[src/rtl/trop_pkg.sv]
// Shared types, protocol constants and result-sequence tables for the telnet option parser.
`default_nettype none

package trop_pkg;

    // Telnet command bytes
    localparam logic [7:0] CMD_IAC  = 8'd255;
    localparam logic [7:0] CMD_DONT = 8'd254;
    localparam logic [7:0] CMD_DO   = 8'd253;
    localparam logic [7:0] CMD_WONT = 8'd252;
    localparam logic [7:0] CMD_WILL = 8'd251;
    localparam logic [7:0] CMD_SB   = 8'd250;
    localparam logic [7:0] CMD_SE   = 8'd240;

    // Option codes
    localparam logic [7:0] ECHO_OPTION  = 8'd1;
    localparam logic [7:0] SGA_OPTION   = 8'd3;
    localparam logic [7:0] TTYPE_OPTION = 8'd24;
    localparam logic [7:0] NAWS_OPTION  = 8'd31;
    localparam logic [7:0] TYPE_SEND = 8'd1;
    localparam logic [7:0] TYPE_IS   = 8'd0;

    localparam logic [7:0] CHAR_CR  = 8'd13;
    localparam logic [7:0] CHAR_LF  = 8'd10;
    localparam logic [7:0] CHAR_NUL = 8'd0;

    // Window size limits and reset size
    localparam logic [9:0] WIDTH_MIN   = 10'd20;
    localparam logic [9:0] WIDTH_MAX   = 10'd1000;
    localparam logic [8:0] HEIGHT_MIN  = 9'd5;
    localparam logic [8:0] HEIGHT_MAX  = 9'd500;
    localparam logic [9:0] WIDTH_INIT  = 10'd80;
    localparam logic [8:0] HEIGHT_INIT = 9'd24;

    // Terminal names that mean no colour: dumb, unknown, net
    localparam int NUM_NAMES = 3;
    localparam logic [6:0] NAME_LEN [NUM_NAMES] = '{7'd4, 7'd7, 7'd3};

    // Request opcode on the input channel
    localparam logic OP_BYTE  = 1'b0;
    localparam logic OP_START = 1'b1;

    typedef enum logic [2:0] {
        PH_DATA    = 3'd0,
        PH_IAC     = 3'd1,
        PH_OPT     = 3'd2,
        PH_SUB     = 3'd3,
        PH_SUB_IAC = 3'd4
    } phase_t;

    typedef enum logic [1:0] {
        LE_NONE = 2'd0,
        LE_CR   = 2'd1,
        LE_CRCR = 2'd2
    } line_end_t;

    typedef enum logic [1:0] {
        KIND_DATA = 2'd0,
        KIND_SEND = 2'd1,
        KIND_NONE = 2'd2
    } kind_t;

    // Shape of the result sequence caused by one request
    typedef enum logic [2:0] {
        BURST_NONE  = 3'd0,
        BURST_DATA1 = 3'd1,
        BURST_DATA2 = 3'd2,
        BURST_SEND3 = 3'd3,
        BURST_TTYPE = 3'd4,
        BURST_START = 3'd5
    } burst_t;

    // One queued result sequence with the flags as they stand after its request
    typedef struct packed {
        burst_t     burst;
        logic [7:0] b0;
        logic [7:0] b1;
        logic       echo;
        logic       dumb;
        logic       known;
        logic [9:0] width;
        logic [8:0] height;
    } desc_t;

    typedef struct packed {
        kind_t      kind;
        logic [7:0] value;
        logic       last;
    } elem_t;

    // Character k of terminal name w, compared against a lowercased byte
    function automatic logic name_char_ok(input logic [1:0] w, input logic [5:0] k,
                                          input logic [7:0] c);
        logic [7:0] ch;
        logic       ok;
        ch = 8'd0;
        ok = 1'b1;
        case (w)
            2'd0:
            begin
                case (k)
                    6'd0:    ch = "d";
                    6'd1:    ch = "u";
                    6'd2:    ch = "m";
                    6'd3:    ch = "b";
                    default: ok = 1'b0;
                endcase
            end
            2'd1:
            begin
                case (k)
                    6'd0:    ch = "u";
                    6'd1:    ch = "n";
                    6'd2:    ch = "k";
                    6'd3:    ch = "n";
                    6'd4:    ch = "o";
                    6'd5:    ch = "w";
                    6'd6:    ch = "n";
                    default: ok = 1'b0;
                endcase
            end
            2'd2:
            begin
                case (k)
                    6'd0:    ch = "n";
                    6'd1:    ch = "e";
                    6'd2:    ch = "t";
                    default: ok = 1'b0;
                endcase
            end
            default: ok = 1'b0;
        endcase
        return ok && (ch == c);
    endfunction

    // Result number idx of a queued sequence
    function automatic elem_t burst_elem(input desc_t d, input logic [3:0] idx);
        elem_t e;
        e.kind  = KIND_SEND;
        e.value = 8'd0;
        e.last  = 1'b0;
        case (d.burst)
            BURST_NONE:
            begin
                e.kind = KIND_NONE;
                e.last = 1'b1;
            end
            BURST_DATA1:
            begin
                e.kind  = KIND_DATA;
                e.value = d.b0;
                e.last  = 1'b1;
            end
            BURST_DATA2:
            begin
                e.kind  = KIND_DATA;
                e.value = (idx == 4'd0) ? CHAR_CR : d.b0;
                e.last  = (idx != 4'd0);
            end
            BURST_SEND3:
            begin
                case (idx)
                    4'd0:    e.value = CMD_IAC;
                    4'd1:    e.value = d.b0;
                    default: e.value = d.b1;
                endcase
                e.last = (idx == 4'd2);
            end
            BURST_TTYPE:
            begin
                case (idx)
                    4'd0:    e.value = CMD_IAC;
                    4'd1:    e.value = CMD_SB;
                    4'd2:    e.value = TTYPE_OPTION;
                    4'd3:    e.value = TYPE_SEND;
                    4'd4:    e.value = CMD_IAC;
                    default: e.value = CMD_SE;
                endcase
                e.last = (idx == 4'd5);
            end
            BURST_START:
            begin
                case (idx)
                    4'd1, 4'd4:          e.value = CMD_WILL;
                    4'd2:                e.value = ECHO_OPTION;
                    4'd5, 4'd8:          e.value = SGA_OPTION;
                    4'd7, 4'd10, 4'd13:  e.value = CMD_DO;
                    4'd11:               e.value = NAWS_OPTION;
                    4'd14:               e.value = TTYPE_OPTION;
                    default:             e.value = CMD_IAC;
                endcase
                e.last = (idx == 4'd14);
            end
            default:
            begin
                e.kind = KIND_NONE;
                e.last = 1'b1;
            end
        endcase
        return e;
    endfunction

endpackage

`default_nettype wire

[src/rtl/trop_core.sv]
// Parser state and next-state logic: decodes one request into a result sequence.
`default_nettype none

module trop_core
    import trop_pkg::*;
(
    input  wire logic       clk,
    input  wire logic       rst_n,
    input  wire logic       accept,
    input  wire logic       op,
    input  wire logic [7:0] byte_in,
    output desc_t           desc
);

    phase_t     phase_reg, phase_next;
    line_end_t  le_reg, le_next;
    logic [7:0] verb_reg, verb_next;
    logic [7:0] sub_opt_reg, sub_opt_next;
    logic       sub_seen_reg, sub_seen_next;
    logic [6:0] count_reg, count_next;
    logic       type_is_reg, type_is_next;
    logic [2:0] match_reg, match_next;
    logic       echo_reg, echo_next;
    logic       dumb_reg, dumb_next;
    logic       known_reg, known_next;
    logic [9:0] width_reg, width_next;
    logic [8:0] height_reg, height_next;

    // NAWS bytes; written before read, so no reset
    logic [7:0] size_reg [4];
    logic       size_we;

    logic       push_en;
    logic       finish_en;
    logic       pre_cr;
    logic       plain_out;
    line_end_t  le_mid;
    logic [7:0] lc;
    logic [5:0] name_k;
    logic [6:0] name_n;
    logic [7:0] fin_opt;
    logic       dumb_calc;
    logic [15:0] naws_w;
    logic [15:0] naws_h;
    logic [7:0] b;

    assign b      = byte_in;
    assign lc     = (b inside {[8'h41:8'h5A]}) ? (b + 8'd32) : b;
    assign name_k = count_reg[5:0] - 6'd1;
    assign name_n = count_reg - 7'd1;
    assign naws_w = {size_reg[0], size_reg[1]};
    assign naws_h = {size_reg[2], size_reg[3]};

    // Dumb-terminal verdict at the end of a TTYPE IS
    always_comb
    begin
        dumb_calc = (name_n == 7'd0);
        for (int i = 0; i < NUM_NAMES; i++)
        begin
            if (match_reg[i] && (name_n == NAME_LEN[i]))
            begin
                dumb_calc = 1'b1;
            end
        end
    end

    // Next state and result sequence
    always_comb
    begin
        phase_next    = phase_reg;
        le_next       = le_reg;
        verb_next     = verb_reg;
        sub_opt_next  = sub_opt_reg;
        sub_seen_next = sub_seen_reg;
        count_next    = count_reg;
        type_is_next  = type_is_reg;
        match_next    = match_reg;
        echo_next     = echo_reg;
        dumb_next     = dumb_reg;
        known_next    = known_reg;
        width_next    = width_reg;
        height_next   = height_reg;
        size_we       = 1'b0;
        push_en       = 1'b0;
        finish_en     = 1'b0;
        pre_cr        = 1'b0;
        plain_out     = 1'b0;
        le_mid        = le_reg;
        fin_opt       = 8'd0;
        desc.burst    = BURST_NONE;
        desc.b0       = b;
        desc.b1       = b;

        if (op == OP_START)
        begin
            desc.burst = BURST_START;
        end
        else
        begin
            case (phase_reg)
                PH_IAC:
                begin
                    if (b == CMD_IAC)
                    begin
                        phase_next = PH_DATA;
                        desc.burst = BURST_DATA1;
                    end
                    else if (b == CMD_SB)
                    begin
                        phase_next    = PH_SUB;
                        sub_opt_next  = 8'd0;
                        sub_seen_next = 1'b0;
                        count_next    = 7'd0;
                        type_is_next  = 1'b0;
                        match_next    = 3'b111;
                    end
                    else if (b inside {CMD_WILL, CMD_WONT, CMD_DO, CMD_DONT})
                    begin
                        verb_next  = b;
                        phase_next = PH_OPT;
                    end
                    else
                    begin
                        phase_next = PH_DATA;
                    end
                end
                PH_OPT:
                begin
                    phase_next = PH_DATA;
                    case (verb_reg)
                        CMD_DO:
                        begin
                            if (b == ECHO_OPTION)
                            begin
                                echo_next = 1'b1;
                            end
                            else if (b != SGA_OPTION)
                            begin
                                desc.burst = BURST_SEND3;
                                desc.b0    = CMD_WONT;
                            end
                        end
                        CMD_DONT:
                        begin
                            if (b == ECHO_OPTION)
                            begin
                                echo_next = 1'b0;
                            end
                            desc.burst = BURST_SEND3;
                            desc.b0    = CMD_WONT;
                        end
                        CMD_WILL:
                        begin
                            if (b == TTYPE_OPTION)
                            begin
                                desc.burst = BURST_TTYPE;
                            end
                            else if (b != SGA_OPTION && b != NAWS_OPTION)
                            begin
                                desc.burst = BURST_SEND3;
                                desc.b0    = CMD_DONT;
                            end
                        end
                        default:
                        begin
                        end
                    endcase
                end
                PH_SUB:
                begin
                    if (b == CMD_IAC)
                    begin
                        phase_next = PH_SUB_IAC;
                    end
                    else if (!sub_seen_reg)
                    begin
                        sub_opt_next  = b;
                        sub_seen_next = 1'b1;
                    end
                    else
                    begin
                        push_en = 1'b1;
                    end
                end
                PH_SUB_IAC:
                begin
                    if (b == CMD_SE)
                    begin
                        phase_next = PH_DATA;
                        finish_en  = 1'b1;
                    end
                    else
                    begin
                        phase_next = PH_SUB;
                        push_en    = (b == CMD_IAC);
                    end
                end
                default:
                begin
                    phase_next = PH_DATA;
                    // second CR of CR CR is released unless LF or NUL follows
                    if (le_reg == LE_CRCR)
                    begin
                        if (b == CHAR_LF || b == CHAR_NUL)
                        begin
                            le_next = LE_NONE;
                        end
                        else
                        begin
                            pre_cr = 1'b1;
                            le_mid = LE_CR;
                        end
                    end
                    if (le_reg != LE_CRCR || pre_cr)
                    begin
                        if (b == CMD_IAC)
                        begin
                            phase_next = PH_IAC;
                            le_next    = le_mid;
                        end
                        else if (le_mid == LE_CR)
                        begin
                            le_next = LE_NONE;
                            if (b == CHAR_CR)
                            begin
                                le_next = LE_CRCR;
                            end
                            else if (b != CHAR_LF && b != CHAR_NUL)
                            begin
                                plain_out = 1'b1;
                            end
                        end
                        else
                        begin
                            plain_out = 1'b1;
                            if (b == CHAR_CR)
                            begin
                                le_next = LE_CR;
                            end
                        end
                    end
                    if (pre_cr && plain_out)
                    begin
                        desc.burst = BURST_DATA2;
                    end
                    else if (pre_cr)
                    begin
                        desc.burst = BURST_DATA1;
                        desc.b0    = CHAR_CR;
                    end
                    else if (plain_out)
                    begin
                        desc.burst = BURST_DATA1;
                    end
                end
            endcase

            // Subnegotiation payload byte
            if (push_en && !count_reg[6])
            begin
                count_next = count_reg + 7'd1;
                size_we    = (count_reg < 7'd4);
                if (count_reg == 7'd0)
                begin
                    type_is_next = (b == TYPE_IS);
                end
                else
                begin
                    for (int i = 0; i < NUM_NAMES; i++)
                    begin
                        if (!name_char_ok(2'(i), name_k, lc))
                        begin
                            match_next[i] = 1'b0;
                        end
                    end
                end
            end

            // End of subnegotiation
            if (finish_en)
            begin
                fin_opt = sub_seen_reg ? sub_opt_reg : 8'd0;
                if (fin_opt == TTYPE_OPTION && count_reg != 7'd0 && type_is_reg)
                begin
                    dumb_next = dumb_calc;
                end
                if (fin_opt == NAWS_OPTION && count_reg >= 7'd4 &&
                    naws_w != 16'd0 && naws_h != 16'd0)
                begin
                    known_next = 1'b1;
                    if (naws_w < 16'(WIDTH_MIN))
                    begin
                        width_next = WIDTH_MIN;
                    end
                    else if (naws_w > 16'(WIDTH_MAX))
                    begin
                        width_next = WIDTH_MAX;
                    end
                    else
                    begin
                        width_next = naws_w[9:0];
                    end
                    if (naws_h < 16'(HEIGHT_MIN))
                    begin
                        height_next = HEIGHT_MIN;
                    end
                    else if (naws_h > 16'(HEIGHT_MAX))
                    begin
                        height_next = HEIGHT_MAX;
                    end
                    else
                    begin
                        height_next = naws_h[8:0];
                    end
                end
            end
        end

        desc.echo   = echo_next;
        desc.dumb   = dumb_next;
        desc.known  = known_next;
        desc.width  = width_next;
        desc.height = height_next;
    end

    // Parser state registers
    always_ff @(posedge clk or negedge rst_n)
    begin
        if (!rst_n)
        begin
            phase_reg    <= PH_DATA;
            le_reg       <= LE_NONE;
            verb_reg     <= 8'd0;
            sub_opt_reg  <= 8'd0;
            sub_seen_reg <= 1'b0;
            count_reg    <= 7'd0;
            type_is_reg  <= 1'b0;
            match_reg    <= 3'b111;
            echo_reg     <= 1'b0;
            dumb_reg     <= 1'b0;
            known_reg    <= 1'b0;
            width_reg    <= WIDTH_INIT;
            height_reg   <= HEIGHT_INIT;
        end
        else if (accept)
        begin
            phase_reg    <= phase_next;
            le_reg       <= le_next;
            verb_reg     <= verb_next;
            sub_opt_reg  <= sub_opt_next;
            sub_seen_reg <= sub_seen_next;
            count_reg    <= count_next;
            type_is_reg  <= type_is_next;
            match_reg    <= match_next;
            echo_reg     <= echo_next;
            dumb_reg     <= dumb_next;
            known_reg    <= known_next;
            width_reg    <= width_next;
            height_reg   <= height_next;
        end
    end

    // NAWS byte store
    always_ff @(posedge clk)
    begin
        if (accept && size_we)
        begin
            size_reg[count_reg[1:0]] <= b;
        end
    end

endmodule

`default_nettype wire

[src/rtl/telnet_receive_option_parser.sv]
// Top level of the telnet receive option parser: parser core, result queue and output.
`default_nettype none

// Takes one request per cycle unless stalled: a received byte (op 0) or a start
// command (op 1). Each request yields 1 to 15 results, one per cycle on the
// output channel unless stalled; the last one carries last = 1, and every result
// shows the flags and window size as they stand after its request. A one-result
// request sustains one request per cycle; one with more results holds the output
// until its last one is taken (3 for an option reply, 6 for a terminal-type
// query, 15 for the start offers). A two-entry result queue sits between parser
// and output, so up to two parsed requests can wait on the output; in_stall rises
// only while both entries are full. No clearing pass is needed after reset.
module telnet_receive_option_parser
    import trop_pkg::*;
(
    input  wire logic       clk,
    input  wire logic       rst_n,
    input  wire logic       in_valid,
    output logic            in_stall,
    input  wire logic       op,
    input  wire logic [7:0] byte_in,
    output logic            out_valid,
    input  wire logic       out_stall,
    output logic [1:0]      kind,
    output logic [7:0]      value,
    output logic            last,
    output logic            echo_on,
    output logic            dumb_terminal,
    output logic            window_size_known,
    output logic [9:0]      window_width,
    output logic [8:0]      window_height
);

    desc_t      new_desc;
    desc_t      head_reg;
    desc_t      tail_reg;
    logic       head_valid_reg, head_valid_next;
    logic       tail_valid_reg, tail_valid_next;
    logic [3:0] idx_reg, idx_next;
    logic       accept;
    logic       take;
    logic       pop;
    logic       head_load_new;
    logic       head_load_tail;
    logic       tail_load_new;
    elem_t      el;

    assign in_stall = tail_valid_reg;
    assign accept   = in_valid && !tail_valid_reg;

    trop_core u_core (
        .clk     (clk),
        .rst_n   (rst_n),
        .accept  (accept),
        .op      (op),
        .byte_in (byte_in),
        .desc    (new_desc)
    );

    // Current result of the head sequence
    assign el   = burst_elem(head_reg, idx_reg);
    assign take = head_valid_reg && !out_stall;
    assign pop  = take && el.last;

    // Queue control
    always_comb
    begin
        head_valid_next = head_valid_reg;
        tail_valid_next = tail_valid_reg;
        head_load_new   = 1'b0;
        head_load_tail  = 1'b0;
        tail_load_new   = 1'b0;
        idx_next        = idx_reg;
        if (pop)
        begin
            idx_next = 4'd0;
        end
        else if (take)
        begin
            idx_next = idx_reg + 4'd1;
        end

        if (pop)
        begin
            if (tail_valid_reg)
            begin
                head_load_tail  = 1'b1;
                head_valid_next = 1'b1;
                tail_valid_next = 1'b0;
            end
            else
            begin
                head_load_new   = accept;
                head_valid_next = accept;
            end
        end
        else if (!head_valid_reg)
        begin
            head_load_new   = accept;
            head_valid_next = accept;
        end
        else if (accept)
        begin
            tail_load_new   = 1'b1;
            tail_valid_next = 1'b1;
        end
    end

    always_ff @(posedge clk or negedge rst_n)
    begin
        if (!rst_n)
        begin
            head_valid_reg <= 1'b0;
            tail_valid_reg <= 1'b0;
            idx_reg        <= 4'd0;
        end
        else
        begin
            head_valid_reg <= head_valid_next;
            tail_valid_reg <= tail_valid_next;
            idx_reg        <= idx_next;
        end
    end

    // Queue payload
    always_ff @(posedge clk)
    begin
        if (head_load_new)
        begin
            head_reg <= new_desc;
        end
        else if (head_load_tail)
        begin
            head_reg <= tail_reg;
        end
        if (tail_load_new)
        begin
            tail_reg <= new_desc;
        end
    end

    // Output channel
    assign out_valid         = head_valid_reg;
    assign kind              = el.kind;
    assign value             = el.value;
    assign last              = el.last;
    assign echo_on           = head_reg.echo;
    assign dumb_terminal     = head_reg.dumb;
    assign window_size_known = head_reg.known;
    assign window_width      = head_reg.width;
    assign window_height     = head_reg.height;

endmodule

`default_nettype wire

[config.mk]
export PLATFORM = sky130hd
export DESIGN_NAME = telnet_receive_option_parser
export DESIGN_NICKNAME = d
export VERILOG_FILES = /design/src/rtl/trop_pkg.sv /design/src/rtl/trop_core.sv /design/src/rtl/telnet_receive_option_parser.sv
export SDC_FILE = /design/constraint.sdc
export NUM_CORES = 1
export LEC_CHECK = 0
export BUFFER_PORTS_ARGS = -buffer_cell sky130_fd_sc_hd__buf_2
export CAP_MARGIN = 20
export CORE_MARGIN = 2
export CORE_UTILIZATION = 30
export CTS_CLUSTER_SIZE = 16
export DETAILED_ROUTE_END_ITERATION = 10
export PLACE_DENSITY = 0.48
export SETUP_SLACK_MARGIN = 0.2
export SLEW_MARGIN = 20
export SYNTH_ARGS = -nofsm -noshare
export SYNTH_HDL_FRONTEND = slang
export SYNTH_HIERARCHICAL = 1
export SYNTH_SLANG_ARGS = --single-unit
[constraint.sdc]
create_clock -name clk -period 4.7 [get_ports clk]
set_clock_uncertainty 0.05 [all_clocks]
set_input_delay 0.47 -clock clk [delete_from_list [all_inputs] [get_ports clk]]
set_output_delay 0.47 -clock clk [all_outputs]
set_load 0.03 [all_outputs]
Yosys cells after proc, flatten, opt, wreduce, memory -nomap -nowiden
Memories as Yosys holds them, arrays and structs flattened.
Cells that the tools add are included.
Widths: inputs -> output; s select.

word-level totals
  flip-flop bits (word level) = 143
  bits in writable memories = 32
  memory bits (read-only) = 128
  bits of input ports = 13
  word-level logic and storage cells = 324
  memories = 2

operators by class
  $add $sub $neg = 5
  magnitude comparators = 8
  equality and inequality tests = 55
  muxes and demuxes = 157
  bitwise logic cells = 4
  reduce and logical (&&, ||, !) cells = 61

memories
  name             words  width  read ports  clocked after memory_dff  wr ports  RTL line         source
  (no name shown)  16     8      1           0                         0         trop_pkg.sv:183  case (idx)
  u_core.size_reg  4      8      4           0                         1         trop_core.sv:30  logic [7:0] size_reg [4];

operator list
  kind                  count
  $mux 8                20
  $mux 41               2
  $eq 8x8->1 const B    10
  $mux 1                75
  $mux 10               7
  $pmux 8 s2            3
  $mux 9                5
  $pmux 8 s5            1
  $pmux 7 s5            1
  $mux 3                11
  $pmux 11 s3           1
  $pmux 8 s4            1
  $reduce_bool 16->1    2
  $mux 2                14
  $mux 7                4
  $pmux 7 s4            1
  $eq 8x5->1 const B    3
  $eq 8x8->1            3
  $pmux 7 s3            1
  $logic_and 1x1->1     20
  $eq 6x3->1 const B    3
  $eq 8x4->1 const B    2
  $gt 16x10->1 const B  1
  $gt 16x9->1 const B   1
  other kinds (57)      98

Logic depth before layout (Yosys ltp)
  depth in word-level cells = 18
  gate-level depth with buffers = 13
  depth with buffers taken out = 11

Hierarchy
Netlist, hierarchy kept.

modules (own cells, without submodules)
  module                        instances  cells an instance  area an instance (um^2)
  trop_core                     1          527                5310.1
  telnet_receive_option_parser  1          399                4568.1

Worst setup path before layout
Ideal clock, no wire load.

  kind = reg-to-reg
  start point = register idx_reg[1]
  end point = register tail_reg[0] in the netlist's numbering (enable)
  setup time = 0.453 ns
  data arrival time = 3.932 ns
  path slack = 0.265 ns
  cell stages (with the launch flop) = 8
  period minus slack after synthesis = 4.435 ns
  path through = dfrtp_1 inv_1 ha_1 buf_6 nor3b_4 or3_4 nand3_1 a21oi_1

between the ends
  longest elaborated chain between the ends = 4
  elaborated cells on any way between the ends = 7
  those cells by class = 3 x eq/ne; 2 x mux; 2 x reduce/logical

RTL lines
  element                             RTL line                             source
  start, declared                     telnet_receive_option_parser.sv:39   logic [3:0] idx_reg, idx_next;
  start signal, assigned              telnet_receive_option_parser.sv:121  idx_reg <= idx_next;
  $eq 4x4->1 (tied with other cells)  trop_pkg.sv:192                      e.last = (idx == 4'd14);
  $pmux 1 s4 *                        trop_pkg.sv:142                      case (d.burst)
  via last                            telnet_receive_option_parser.sv:26   output logic last,
  $logic_and 1x1->1 *                 telnet_receive_option_parser.sv:63   assign pop = take && el.last;
  $mux 1 *                            telnet_receive_option_parser.sv:83   if (pop)
  via tail_load_new                   telnet_receive_option_parser.sv:45   logic tail_load_new;
  end signal, assigned                telnet_receive_option_parser.sv:138  tail_reg <= new_desc;
  end, declared                       telnet_receive_option_parser.sv:36   desc_t tail_reg;

Mark *: on every way through the listed nets, which the timed path passes. The rest lies on a longest branch.
A chain may end at the register's enable or synchronous reset.

Final worst setup path
  start point = register idx_reg[1]
  end point = output value[4]

between the ends
  longest elaborated chain between the ends = 4
  elaborated cells on any way between the ends = 11
  those cells by class = 4 x eq/ne; 4 x mux; 2 x reduce/logical; 1 x memory

RTL lines
  element                                               RTL line                                           source
  $eq 4x3->1 / $logic_not 4->1 (equally long branches)  trop_pkg.sv:171, trop_pkg.sv:157, trop_pkg.sv:162
  $reduce_or 2->1 (no source line)                      n/a
  $pmux 8 s4                                            trop_pkg.sv:171                                    case (idx)
  $pmux 8 s5 *                                          trop_pkg.sv:142
  end, declared                                         telnet_receive_option_parser.sv:25                 output logic [7:0] value,

Mark *: on every way between the ends. The rest lies on a longest branch, timed or not.

==> impl_results.md <==
- Count of state elements after synthesis: 175
- Net count, final: 946
- Clk root buf: clkbuf_16
- DR iter-0 viols: a little over 600
- Detailed-routing iteration count for the pre-antenna-repair pass: 5
- Number of hold violations in the final report: 0
- Hold Crit Class: input port to async pin
- Result of the run: finished clean
- Starting density of the core: 0.304
- Setup crit start: idx_reg[1]
- Total detailed-routing wirelength: roughly 23000 um
- Path type of the worst setup path: flop to primary output
- Clk slew on worst S/H paths: approximately 0.07 ns
- TritonCTS sink count: 175
- Hpwl dp: 15100 um
- Number of buffers between clock root and the deepest sink: 2
- Unrepaired setup endpoints after global routing: false
- Number of cells produced by synthesis: 926
- Prevailing post-synth register cell: edfxtp_1
- Grt total ovfl: 0
- Worst EP arrival: 3.08 ns
- Number of violations of the max-capacitance limit: 0
- Flop pwr share: 0.416
- Combinational group share of total power: 0.324
- Cell-internal power: 3200 uW
- Remaining max-slew budget at the tightest pin: 0.318
- Power per Cell Area: 475 mW/mm^2
- Switching fraction of total power: 0.378
- Post-Syn Nets: 956
- Max reg flops: just over 40
- Clock tree from TritonCTS: built
- I/O Pins: 48
- H-tree levels: 4
- Die Outline Area: 0.0344 mm^2
- Quantity of hold-fixing buffers added after cts: 0
- Die Y-Extent: 185 um
- Wire length of the first global-routing pass: 38100 um
- Max Clock Freq: between 200 and 300 MHz
- Number of resized instances in the post-cts repair step: 0
- Tot GR Track Use: 0.144
- Post-layout worst setup margin: approximately 1.1 ns
- Cell area after synthesis: 0.00988 mm^2
- Routed via count: 6893
- Post-synth EDFFs: roughly 110
- Number of distinct library cells after synthesis: 90
- Number of clock buffers inserted by TritonCTS: 17
- Fin. max-slew vios: 0
- Final weighted congestion in routability-driven placement: between 0.8 and 0.9
- Critical register-to-register path startpoint: idx_reg[1]
- Share of synthesized area occupied by flip-flops and latches: 0.502
- Peak ir drop on the vdd network: ~280 uV
- Share of the clock period used by the worst path after layout: 0.766
- Static leakage: 0.00411 uW
- Pin count of the biggest net entering global routing: 62
- Fraction of layout cells with a size suffix above 1: 0.199
- WL per Instance: 17.1 um
- Filler cell count: 3270
- Count of input and output buffers: 47
- Ant diodes: 0
- Routed Antenna Nets: 0
- Share of flip-flops with an asynchronous set or reset after synthesis: 0.349
- Finished Core Util: 0.333
- Overall die width: 185 um
- Worst Max-Slew Pin Slew: 1.02 ns
- Reg2Reg Depth: 7
- Core footprint: 0.0325 mm^2
- Post-Route Setup TNS: 0 ns
- Post-CTS setup buffer count: 0
- Mean area per synthesized cell: 10.7 um^2
- Vias in the first global route: 6682
- Area growth from synthesis to layout: 9.42%
- Clock insertion delay at the later pin of the skew report: 0.44 ns
- Row count: 66
- Via density per instance: 5.03
- Crit path max fanout: 8
- Net load switching power: about 1900 uW
- Setup violators final: 0
- Startpoint class of the critical path: flop
- Count of synthesis-stage warnings from yosys: 6
- Kind of end point of the critical path: primary output
- CP Data Required Time: around 4.2 ns
- Final routed DRC violation total: 0
- Clock network power share: 0.260
- Final critical delay including setup and external delays: 3.60 ns
- Number of antenna violations at the first check in global routing: 1
- Post-place setup slack: 1.20 ns
## logic make-up (layout without fill, tap and decap cells)
| family | after synthesis | count (layout) | synth area share |
|---|---|---|---|
| simple gates | 296 | 296 | 0.157 |
| flops | 175 | 175 | 0.502 |
| buf+inv | 155 | 158 | 0.0787 |
| xor+xnor | 15 | 15 | 0.0133 |
| fa+ha+maj | 17 | 17 | 0.0215 |
| mux | 51 | 51 | 0.0641 |
| compound gates | 217 | 217 | 0.163 |
## final timing paths
kind | slack [ns] | end
min in group clk | 0.30 | in_stall
min | 0.17 | out_valid
max | 1.10 | value[4]
max in group asynchronous | 3.83 | u_core/height_reg[5]
min reg2reg | 0.41 | u_core/verb_reg[4]
max reg2reg | 1.37 | tail_reg[12]
## final cells by class
class                           instances  area (um^2)  area share
Clock buffer                           20          447      0.0413
Clock inverter                         12          101     0.00938
Inverter                               69          259      0.0240
Multi-Input combinational cell        596         4180       0.387
Sequential cell                       175         4960       0.459
Tap cell                              442          553      0.0512
Timing Repair Buffer                   57          310      0.0287
## power groups by stage
stage	clock network [uW]	logic (uW)	registers, uW
finish	1340	1660	2140
global route	1430	1830	2170
CTS	1380	1690	2140
detailed placement	0	1680	2170
global placement	0	1680	2170
floorplan	0	1330	2110
## synth_stat cells (7+ instances only)
library cell | count | area, um^2
and3_1 | 11 | 68.8
or2_2 | 18 | 113
dfstp_2 | 7 | 184
mux2_4 | 18 | 270
dfrtp_1 | 54 | 1350
nor3b_1 | 7 | 52.6
or3_1 | 7 | 43.8
mux2_2 | 26 | 293
clkbuf_1 | 32 | 120
edfxtp_1 | 114 | 3420
a22o_1 | 10 | 87.6
o21ai_0 | 42 | 210
buf_6 | 8 | 90.1
nand3_1 | 18 | 90.1
o211ai_1 | 7 | 52.6
a21oi_1 | 43 | 215
nor4_1 | 10 | 62.6
o32ai_1 | 36 | 315
nor2b_1 | 12 | 75.1
ha_1 | 17 | 213
xor2_1 | 10 | 87.6
buf_2 | 8 | 40.0
mux2i_1 | 7 | 70.1
nand2b_1 | 17 | 106
nor2_1 | 57 | 214
nor3_1 | 16 | 80.1
nand2_1 | 86 | 323
inv_1 | 68 | 255
buf_4 | 32 | 240
## cells in the final DEF (no fill, tap or decap), types with 7 or more instances in the layout
master / netlist / final
mux2i_1: 7 / 7
o211ai_1: 7 / 7
dfrtp_1: 54 / 54
nand2_1: 86 / 86
or3_1: 7 / 7
inv_1: 68 / 68
ha_1: 17 / 17
mux2_4: 18 / 18
buf_2: 8 / 47
a21oi_1: 43 / 41
nor4_1: 10 / 9
dfstp_2: 7 / 7
xor2_1: 10 / 10
buf_4: 32 / 10
clkbuf_16: 0 / 17
o32ai_1: 36 / 36
and3_1: 11 / 11
nor2b_1: 12 / 12
edfxtp_1: 114 / 114
nor3_1: 16 / 16
nor3b_1: 7 / 7
nor2_1: 57 / 56
mux2_2: 26 / 26
nand2b_1: 17 / 17
or2_2: 18 / 18
a22o_1: 10 / 10
o21ai_0: 42 / 42
nand3_1: 18 / 18
## metal layers
layer / wire, um / vias up / track usage
met3: 875 / 25 / 0.0272
li1: - / 3355 / -
met5: 10 / - / 0
met4: 374 / 2 / 0.0517
met2: 10700 / 147 / 0.222
met1: 11500 / 3364 / 0.200
## worst max-delay path, cell delays in order, from the launching register on
cell and delay [ns]:
dfrtp_1 0.47, inv_1 0.18, ha_1 0.36, or3b_1 0.53, a311o_1 0.47, o22ai_1 0.26
a311o_1 0.17, buf_2 0.20
## per-stage QoR
stage	total power, uW	std cells	hold slack (ns)	area [um^2]
5_1_grt	5440	1371	0.263	10800
6_report	5140	1371	0.173	10800
3_5_place_dp	3840	1339	0.399	10300
4_1_cts	5210	1371	0.208	10800
3_3_place_gp	3840	1339	0.390	10300
2_1_floorplan	3440	926	0.124	9880
(Power assumes the default switching activity.)
